$ cat src/hw/rtl/aes_pkg.sv
// AES-128 package: payload and control structs, state enum, S-box and GF helpers.
// Used by all modules under hw/rtl; depends on nothing.
package aes_pkg;

  localparam int unsigned NumRounds = 10;
  localparam int unsigned RoundW    = 4;

  // configuration register indexes
  localparam logic [1:0] RegKeyHigh = 2'd0;
  localparam logic [1:0] RegKeyLow  = 2'd1;
  localparam logic [1:0] RegMode    = 2'd2;

  typedef struct packed {
    logic [63:0] block_high;
    logic [63:0] block_low;
  } aes_in_t;

  typedef struct packed {
    logic [63:0] result_high;
    logic [63:0] result_low;
  } aes_out_t;

  typedef enum logic [1:0] {
    StIdle,
    StExpand,
    StRun
  } aes_state_e;

  // controller -> datapath
  typedef struct packed {
    logic              load;       // capture block, do initial key add
    logic              round;      // run one round
    logic              last;       // final round (no mix)
    logic              decrypt;
    logic [RoundW-1:0] rk_idx;     // round key used this cycle
    logic              kx_start;   // begin key expansion
    logic              kx_step;    // one round key generated
  } aes_ctrl_t;

  function automatic logic [7:0] xtime(input logic [7:0] a);
    xtime = {a[6:0], 1'b0} ^ (a[7] ? 8'h1b : 8'h00);
  endfunction

  function automatic logic [7:0] gmul(input logic [7:0] a, input logic [3:0] b);
    logic [7:0] a2, a4, a8;
    a2 = xtime(a);
    a4 = xtime(a2);
    a8 = xtime(a4);
    gmul = (b[0] ? a : 8'h00) ^ (b[1] ? a2 : 8'h00) ^
           (b[2] ? a4 : 8'h00) ^ (b[3] ? a8 : 8'h00);
  endfunction

  localparam logic [7:0] SBOX [256] = '{
    8'h63,8'h7c,8'h77,8'h7b,8'hf2,8'h6b,8'h6f,8'hc5,8'h30,8'h01,8'h67,8'h2b,8'hfe,8'hd7,8'hab,8'h76,
    8'hca,8'h82,8'hc9,8'h7d,8'hfa,8'h59,8'h47,8'hf0,8'had,8'hd4,8'ha2,8'haf,8'h9c,8'ha4,8'h72,8'hc0,
    8'hb7,8'hfd,8'h93,8'h26,8'h36,8'h3f,8'hf7,8'hcc,8'h34,8'ha5,8'he5,8'hf1,8'h71,8'hd8,8'h31,8'h15,
    8'h04,8'hc7,8'h23,8'hc3,8'h18,8'h96,8'h05,8'h9a,8'h07,8'h12,8'h80,8'he2,8'heb,8'h27,8'hb2,8'h75,
    8'h09,8'h83,8'h2c,8'h1a,8'h1b,8'h6e,8'h5a,8'ha0,8'h52,8'h3b,8'hd6,8'hb3,8'h29,8'he3,8'h2f,8'h84,
    8'h53,8'hd1,8'h00,8'hed,8'h20,8'hfc,8'hb1,8'h5b,8'h6a,8'hcb,8'hbe,8'h39,8'h4a,8'h4c,8'h58,8'hcf,
    8'hd0,8'hef,8'haa,8'hfb,8'h43,8'h4d,8'h33,8'h85,8'h45,8'hf9,8'h02,8'h7f,8'h50,8'h3c,8'h9f,8'ha8,
    8'h51,8'ha3,8'h40,8'h8f,8'h92,8'h9d,8'h38,8'hf5,8'hbc,8'hb6,8'hda,8'h21,8'h10,8'hff,8'hf3,8'hd2,
    8'hcd,8'h0c,8'h13,8'hec,8'h5f,8'h97,8'h44,8'h17,8'hc4,8'ha7,8'h7e,8'h3d,8'h64,8'h5d,8'h19,8'h73,
    8'h60,8'h81,8'h4f,8'hdc,8'h22,8'h2a,8'h90,8'h88,8'h46,8'hee,8'hb8,8'h14,8'hde,8'h5e,8'h0b,8'hdb,
    8'he0,8'h32,8'h3a,8'h0a,8'h49,8'h06,8'h24,8'h5c,8'hc2,8'hd3,8'hac,8'h62,8'h91,8'h95,8'he4,8'h79,
    8'he7,8'hc8,8'h37,8'h6d,8'h8d,8'hd5,8'h4e,8'ha9,8'h6c,8'h56,8'hf4,8'hea,8'h65,8'h7a,8'hae,8'h08,
    8'hba,8'h78,8'h25,8'h2e,8'h1c,8'ha6,8'hb4,8'hc6,8'he8,8'hdd,8'h74,8'h1f,8'h4b,8'hbd,8'h8b,8'h8a,
    8'h70,8'h3e,8'hb5,8'h66,8'h48,8'h03,8'hf6,8'h0e,8'h61,8'h35,8'h57,8'hb9,8'h86,8'hc1,8'h1d,8'h9e,
    8'he1,8'hf8,8'h98,8'h11,8'h69,8'hd9,8'h8e,8'h94,8'h9b,8'h1e,8'h87,8'he9,8'hce,8'h55,8'h28,8'hdf,
    8'h8c,8'ha1,8'h89,8'h0d,8'hbf,8'he6,8'h42,8'h68,8'h41,8'h99,8'h2d,8'h0f,8'hb0,8'h54,8'hbb,8'h16
  };

  localparam logic [7:0] RSBOX [256] = '{
    8'h52,8'h09,8'h6a,8'hd5,8'h30,8'h36,8'ha5,8'h38,8'hbf,8'h40,8'ha3,8'h9e,8'h81,8'hf3,8'hd7,8'hfb,
    8'h7c,8'he3,8'h39,8'h82,8'h9b,8'h2f,8'hff,8'h87,8'h34,8'h8e,8'h43,8'h44,8'hc4,8'hde,8'he9,8'hcb,
    8'h54,8'h7b,8'h94,8'h32,8'ha6,8'hc2,8'h23,8'h3d,8'hee,8'h4c,8'h95,8'h0b,8'h42,8'hfa,8'hc3,8'h4e,
    8'h08,8'h2e,8'ha1,8'h66,8'h28,8'hd9,8'h24,8'hb2,8'h76,8'h5b,8'ha2,8'h49,8'h6d,8'h8b,8'hd1,8'h25,
    8'h72,8'hf8,8'hf6,8'h64,8'h86,8'h68,8'h98,8'h16,8'hd4,8'ha4,8'h5c,8'hcc,8'h5d,8'h65,8'hb6,8'h92,
    8'h6c,8'h70,8'h48,8'h50,8'hfd,8'hed,8'hb9,8'hda,8'h5e,8'h15,8'h46,8'h57,8'ha7,8'h8d,8'h9d,8'h84,
    8'h90,8'hd8,8'hab,8'h00,8'h8c,8'hbc,8'hd3,8'h0a,8'hf7,8'he4,8'h58,8'h05,8'hb8,8'hb3,8'h45,8'h06,
    8'hd0,8'h2c,8'h1e,8'h8f,8'hca,8'h3f,8'h0f,8'h02,8'hc1,8'haf,8'hbd,8'h03,8'h01,8'h13,8'h8a,8'h6b,
    8'h3a,8'h91,8'h11,8'h41,8'h4f,8'h67,8'hdc,8'hea,8'h97,8'hf2,8'hcf,8'hce,8'hf0,8'hb4,8'he6,8'h73,
    8'h96,8'hac,8'h74,8'h22,8'he7,8'had,8'h35,8'h85,8'he2,8'hf9,8'h37,8'he8,8'h1c,8'h75,8'hdf,8'h6e,
    8'h47,8'hf1,8'h1a,8'h71,8'h1d,8'h29,8'hc5,8'h89,8'h6f,8'hb7,8'h62,8'h0e,8'haa,8'h18,8'hbe,8'h1b,
    8'hfc,8'h56,8'h3e,8'h4b,8'hc6,8'hd2,8'h79,8'h20,8'h9a,8'hdb,8'hc0,8'hfe,8'h78,8'hcd,8'h5a,8'hf4,
    8'h1f,8'hdd,8'ha8,8'h33,8'h88,8'h07,8'hc7,8'h31,8'hb1,8'h12,8'h10,8'h59,8'h27,8'h80,8'hec,8'h5f,
    8'h60,8'h51,8'h7f,8'ha9,8'h19,8'hb5,8'h4a,8'h0d,8'h2d,8'he5,8'h7a,8'h9f,8'h93,8'hc9,8'h9c,8'hef,
    8'ha0,8'he0,8'h3b,8'h4d,8'hae,8'h2a,8'hf5,8'hb0,8'hc8,8'heb,8'hbb,8'h3c,8'h83,8'h53,8'h99,8'h61,
    8'h17,8'h2b,8'h04,8'h7e,8'hba,8'h77,8'hd6,8'h26,8'he1,8'h69,8'h14,8'h63,8'h55,8'h21,8'h0c,8'h7d
  };

endpackage

$ cat src/hw/rtl/aes_ctrl.sv
// AES controller: sequences key expansion and the ten cipher rounds.
// Depends on aes_pkg.
module aes_ctrl (
  input  logic                 clk_i,
  input  logic                 rst_ni,
  input  logic                 start_i,
  input  logic                 key_wr_i,
  input  logic                 decrypt_i,
  output logic                 busy_o,
  output logic                 done_o,
  output aes_pkg::aes_ctrl_t   ctrl_o
);

  aes_pkg::aes_state_e state_q, state_d;
  logic [aes_pkg::RoundW-1:0] cnt_q, cnt_d;
  logic dec_q, dec_d;
  logic done_q, done_d;

  always_ff @(posedge clk_i or negedge rst_ni) begin
    if (!rst_ni) begin
      state_q <= aes_pkg::StIdle;
      cnt_q   <= '0;
      dec_q   <= 1'b0;
      done_q  <= 1'b0;
    end else begin
      state_q <= state_d;
      cnt_q   <= cnt_d;
      dec_q   <= dec_d;
      done_q  <= done_d;
    end
  end

  // next state and datapath commands
  always_comb begin
    state_d = state_q;
    cnt_d   = cnt_q;
    dec_d   = dec_q;
    done_d  = 1'b0;
    ctrl_o  = '0;
    ctrl_o.decrypt = dec_q;
    unique case (state_q)
      aes_pkg::StIdle: begin
        if (key_wr_i) begin
          ctrl_o.kx_start = 1'b1;
          cnt_d   = aes_pkg::RoundW'(1);
          state_d = aes_pkg::StExpand;
        end else if (start_i) begin
          ctrl_o.load    = 1'b1;
          ctrl_o.decrypt = decrypt_i;
          ctrl_o.rk_idx  = decrypt_i ? aes_pkg::RoundW'(aes_pkg::NumRounds) : '0;
          dec_d   = decrypt_i;
          cnt_d   = aes_pkg::RoundW'(1);
          state_d = aes_pkg::StRun;
        end
      end
      aes_pkg::StExpand: begin
        ctrl_o.kx_step = 1'b1;
        ctrl_o.rk_idx  = cnt_q;
        cnt_d = cnt_q + 1'b1;
        if (cnt_q == aes_pkg::RoundW'(aes_pkg::NumRounds)) state_d = aes_pkg::StIdle;
      end
      aes_pkg::StRun: begin
        ctrl_o.round  = 1'b1;
        ctrl_o.last   = (cnt_q == aes_pkg::RoundW'(aes_pkg::NumRounds));
        ctrl_o.rk_idx = dec_q ? aes_pkg::RoundW'(aes_pkg::NumRounds) - cnt_q : cnt_q;
        cnt_d = cnt_q + 1'b1;
        if (ctrl_o.last) begin
          done_d  = 1'b1;
          state_d = aes_pkg::StIdle;
        end
      end
      default: state_d = aes_pkg::StIdle;
    endcase
  end

  assign busy_o = (state_q != aes_pkg::StIdle) || key_wr_i;
  assign done_o = done_q;

endmodule

$ cat config.mk
export PLATFORM = sky130hd
export DESIGN_NAME = aes_ctrl
export DESIGN_NICKNAME = d
export VERILOG_FILES = /design/src/hw/rtl/aes_pkg.sv /design/src/hw/rtl/aes_ctrl.sv
export SDC_FILE = /design/constraint.sdc
export NUM_CORES = 1
export LEC_CHECK = 0
export BUFFER_PORTS_ARGS = -buffer_cell sky130_fd_sc_hd__buf_2
export CORE_AREA = 2 2 39 41
export DETAILED_ROUTE_END_ITERATION = 12
export DIE_AREA = 0 0 41 43
export HOLD_SLACK_MARGIN = 0.02
export PLACE_DENSITY = 0.84
export SYNTH_ARGS = -nofsm -noshare
export SYNTH_HDL_FRONTEND = slang
export SYNTH_SLANG_ARGS = --single-unit
$ cat constraint.sdc
create_clock -name clk_i -period 1.81 [get_ports clk_i]
set_input_delay 0.2715 -clock clk_i [delete_from_list [all_inputs] [get_ports clk_i]]
set_output_delay 0.2715 -clock clk_i [all_outputs]
set_load 0.02 [all_outputs]
==> results.md, run 1 <==
- Die Y: 43 um
- Root Buffer: clkbuf_4
- First-pass GRT wire length: 2.870 mm
- H-tree depth: 1
- Post-route cell area: 1001 um2
- Initial core utilization: 46.20%
- Detailed Routing Iterations Pass 1: 4
- Net Count, Synth: 88
- RSZ-0062 raised after global routing: yes
- Ports: 17
- Worst hold slack: 0.3422 ns
- Grt ovf: 0
- CP startpoint kind: flip-flop
- R2r startpoint: state_q[1]
- Fraction of layout cells with a size suffix above 1: 50.00%
- Worst-margin pin slew: 0.3068 ns
- Critical path peak fanout: 5
- Worst Hold Path Cells: 3
- Highest clock rate: 524.7 MHz
- Area Growth Syn to Fin: 56.56%
- Gate Count Post-Synth: 77
- Clock Latency Late Sink: 0.26 ns
- Critical path buffers and inverters: 2
- WHS Endpoint: state_q[1]
- I/O Buffers: 16
- Slowest cell on the critical path: dfrtp_1
- Core Area: 1384 um2
- Synth Area per Inst: 8.303 um2
- Final Slew Violations: 0
- Slowest cell delay on critical path: 0.43 ns
- Clock tree buffer depth: 2
- Most common cell after layout, fill and taps aside: buf_4
- Power Dens Cells: 1611 nW/um2
- Final clock skew: 0.006157 ns
- Register area share after synthesis: 31.31%
- Vias per inst: 5.750
- Die ar.: 1763 um2
- Crit end category: output pin
- Cell Chain, Critical Path: buf_4 -> ha_4 -> nand3b_1 -> o21ai_1 -> a311o_1 -> buf_6
- Top delay family on crit path: flip-flops
- R2r setup slk: 0.24 ns
- Post-route setup slack: -0.09584 ns
- Most frequent cells in the layout: buf_4, buf_2, dfrtp_1
- Leakage: 0.0004428 uW
- CTS Sinks: 8
- Post-Syn Area: 639.4 um2
- Cts bufs inserted: 3
- Final Power: 1612 uW
- Final std cells w/o fill: 124
- FFs w/ async S/R, synth: 100.0%
- Fill cells: 83
- Post-DRT Antenna Nets: 0
- Sum Neg Setup Slack: -0.2385 ns
- # diodes: 0
- WL final: 1.941 mm
- Placed Cells incl. Taps: 108
- Post-DP HPWL: 1.089 mm
- Failing checks: setup timing
- Relative slew slack: 79.46%
- RePlAce Congestion: 0.8407
- Initial DRC count: 30
- Final Setup Violations: 4
- Initial antenna violation count: 0
- Distinct cells, synth: 30
- Crit Path Class: reg2out
- Number of global-route vias before repair: 619
- Period utilisation layout: 105.3%
- Main synth FF type: dfrtp_1
- Max Cap Viol: 0
- Num rows: 14
- Detailed-route wire length per cell: 15.65 um
- Gr usage total: 24.34%
- # nets final: 121
- Hold WC Path Type: in2reg
- Largest net degree at the start of global routing: 11
- Chip width: 41 um
- Status: finished with violations
- R2R depth: 6
- Clk slew on worst S/H paths: 0.06 ns
- R2r endpoint: cnt_q[3]
- CTS tree: built
- Crit path time final: 1.906 ns
- Critical path arrival: 1.63 ns
- Hold path start: start_i
- Residual DRC: 0
- Peak supply drop: 0.8691 mV
- #FFs+latches synth: 8
- Post-synth EDFFs: 0
- Syn. warnings: 0
- Worst EP required: 1.54 ns
- Vias: 713
- DP Area: 745.7 um2
- Final Hold Viols: 0
==> flip-flops by register name (all words and copies together) (netlist names) <==
signal,flops
cnt_q,4
state_q,2
dec_q,1
done_o,1
==> stage by stage <==
step,utilization [%],setup WS (ns)
global placement,53.89,0.1266
detailed placement,53.89,0.1017
floorplan,-,0.05324
finish,72.33,-0.09584
CTS,64.83,-0.06876
global route,72.33,-0.1432
==> routing by layer <==
layer  track usage, %  wire length, um
met2            37.81             1067
met1            31.89              769
met4            7.333                0
met5                0                0
met3            6.283              104
==> Yosys cell counts (2+ instances only) <==
master    number  area [um2]
o21ai_1        2       10.01
inv_1          7       26.28
nand2b_1       2       12.51
a21oi_1        2       10.01
dfrtp_1        8       200.2
o21ai_0        5       25.02
nor2_1         4       15.01
nand3b_1       3       22.52
nand2_1        4       15.01
nor3_1         3       15.01
a31oi_1        3       18.77
buf_4          2       15.01
nand3_1        6       30.03
ha_1           6       75.07
and2_1         2       12.51
nor2b_1        3       18.77
buf_2          2       10.01
==> power by group <==
part           leakage [uW]  total [uW]  switching [uW]  internal, uW
clock network     0.0000138         151            74.1          76.6
registers          0.000101         333            91.3           242
logic              0.000328        1130             573           556
total              0.000443        1610             738           874
==> worst max-delay path by stage <==
stage / from / end / slack (ns) / cells past startpoint
2_1_floorplan: state_q[0] / ctrl_o[4] / 0.05 / 5
3_3_place_gp: state_q[0] / ctrl_o[4] / 0.13 / 6
3_5_place_dp: state_q[0] / ctrl_o[5] / 0.10 / 6
4_1_cts: state_q[0] / ctrl_o[5] / -0.07 / 7
5_1_grt: state_q[0] / ctrl_o[5] / -0.14 / 6
6_report: state_q[0] / ctrl_o[5] / -0.1 / 6
==> logic make-up (layout without fill, tap and decap cells) <==
group           after synthesis  count (layout)  share of synthesized area, %
simple gates                 33              33                         29.75
flops                         8               8                         31.31
buf+inv                      12              43                         8.610
fa+ha+maj                     6               6                         11.74
compound gates               18              18                         18.59
==> area by class of cell <==
type	count	area, um2	area share [%]
clock buffers	3	22.52	2.250
inverters	8	30.03	3.000
multi-input cells	57	486.7	48.63
flip-flops and latches	8	201.4	20.12
well taps	16	20.02	2.000
repair buffers	32	240.2	24.00
==> worst reg2reg max path, stage by stage, from the launching register on <==
cell	delay (ns)
dfrtp_2	0.45
inv_2	0.12
ha_4	0.15
buf_4	0.11
nor3b_2	0.29
or2_1	0.24
o211ai_2	0.10
==> what timing repair did <==
action,4_1_cts,5_1_grt
hold endpoints to repair,8,0
hold buffers,1,0
setup endpoints to repair,6,7
resized for setup,16,17
buffers inserted,9,3
pin swaps,8,3
(Power assumes the default switching activity.)
==> run 2: changes to the inputs <==
==> constraint.sdc (replaced) <==
create_clock -name clk_i -period 1.81 [get_ports clk_i]
set_input_delay 0.362 -clock clk_i [delete_from_list [all_inputs] [get_ports clk_i]]
set_output_delay 0.362 -clock clk_i [all_outputs]
set_load 0.02 [all_outputs]
==> run 2 against run 1 <==
- the run still ends with setup timing left
- critical path depth is the same
- clock-buffer cell count stayed put
- sequential share of layout area is the same
- largest power group unchanged
==> results.md, run 2 (same netlist as run 1, synthesis figures left out) <==
- Initial core utilization: 46.20%
- Biggest regs: cnt_q (4), state_q (2)
- Detailed-route wire length per cell: 15.30 um
- Initial antenna violation count: 0
- Power Dens Cells: 1602 nW/um2
- Die Y: 43 um
- Most flops, register: cnt_q
- Post-DP HPWL: 1.196 mm
- Die ar.: 1763 um2
- Worst hold slack: 0.4736 ns
- Crit end category: output pin
- Critical path peak fanout: 5
- Failing checks: setup timing
- I/O Buffers: 16
- RePlAce Congestion: 0.8530
- Fill cells: 103
- Chip width: 41 um
- Highest clock rate: 503.3 MHz
- Cts bufs inserted: 3
- RSZ-0062 raised after global routing: yes
- Status: finished with violations
- Number of global-route vias before repair: 646
- Critical path arrival: 1.62 ns
- M1 GR Usage: 27.78%
- Top Usage Layer GRT: met2
- GRT met2 Usage: 40.63%
- CP startpoint kind: flip-flop
- Largest net degree at the start of global routing: 11
- Ports: 17
- WL final: 1.867 mm
- Clock Latency Late Sink: 0.26 ns
- Residual DRC: 0
- Crit Path Class: reg2out
- CTS tree: built
- Root Buffer: clkbuf_4
- First-pass GRT wire length: 2.815 mm
- Gr usage total: 23.21%
- Max reg flops: 4
- Worst-margin pin slew: 0.3127 ns
- Final Power: 1604 uW
- Vias per inst: 5.623
- H-tree depth: 1
- Period utilisation layout: 109.8%
- Final Setup Violations: 5
- Max Cap Viol: 0
- Final Slew Violations: 0
- Vias: 686
- Grt ovf: 0
- Relative slew slack: 79.06%
- Initial DRC count: 9
- Post-Place Setup Slack: 0.01721 ns
- Clock tree buffer depth: 2
- Met3 usage: 3.141%
- Post-route setup slack: -0.1770 ns
- Crit path time final: 1.987 ns
- Num rows: 14
- # nets final: 119
- CTS Sinks: 8
- Clk slew on worst S/H paths: 0.06 ns
- Peak supply drop: 1.018 mV
- Final clock skew: 0.005373 ns
- Fraction of layout cells with a size suffix above 1: 50.00%
- # diodes: 0
- Hold WC Path Type: in2async
- Final Hold Viols: 0
- Area Growth Syn to Fin: 56.56%
- Most common cell after layout, fill and taps aside: buf_4
- Leakage: 0.0004452 uW
- Core Area: 1384 um2
- Detailed Routing Iterations Pass 1: 4
- Post-DRT Antenna Nets: 0
- Worst EP required: 1.45 ns
- Most frequent cells in the layout: buf_4, buf_2, buf_6
==> run 2: power by group <==
part	internal (uW)	switching, uW
combinational	557	574
sequential	242	83.7
clock	76.6	70.8
==> run 2: stage by stage <==
| step | TNS, ns | util, % | cell area, um2 | std cells |
|---|---|---|---|---|
| floorplan | -0.03726 | - | 648.1 | 77 |
| global placement | 0 | 56.06 | 775.7 | 112 |
| detailed placement | 0 | 56.06 | 775.7 | 112 |
| CTS | -0.5118 | 67.36 | 932.1 | 122 |
| global route | -0.8939 | 72.33 | 1001 | 122 |
| finish | -0.6113 | 72.33 | 1001 | 122 |
==> run 2: critical path, cell delays in order, from the launching register on <==
cell and delay, ns:
dfrtp_2 0.43, inv_4 0.07, ha_4 0.17, nand4b_1 0.14
o21ai_1 0.08, a311o_1 0.33, buf_6 0.14
==> run 2: cell type report <==
| class | instances | area (um2) | share of cell area (%) |
|---|---|---|---|
| Multi-Input combinational cell | 57 | 483.0 | 48.25 |
| Sequential cell | 8 | 201.4 | 20.12 |
| Tap cell | 16 | 20.02 | 2.000 |
| Clock buffer | 3 | 22.52 | 2.250 |
| Timing Repair Buffer | 30 | 239.0 | 23.87 |
| Inverter | 8 | 35.03 | 3.500 |
==> run 2: what timing repair did <==
action,in CTS,in global routing
hold endpoints to repair,8,0
resized for setup,23,17
hold buffers,1,0
pin swaps,9,5
setup endpoints to repair,8,8
setup buffers,6,0
cloned,0,0
==> run 2: worst paths after layout <==
kind	start	endpoint	slack [ns]	depth (start not counted)
hold / removal	rst_ni	cnt_q[3]	0.47	2
hold reg to reg	cnt_q[1]	cnt_q[1]	0.69	3
min in group clk_i	start_i	state_q[1]	0.48	3
setup reg to reg	state_q[1]	cnt_q[2]	0.31	5
setup / recovery	state_q[1]	ctrl_o[5]	-0.18	6
max in group asynchronous	rst_ni	state_q[1]	1.15	2
==> run 2: per-layer routing <==
layer,share of wire [%],vias up
met5,0,-
met4,0.54,0
met3,4.6,2
met2,57,25
met1,38,330
li1,-,329
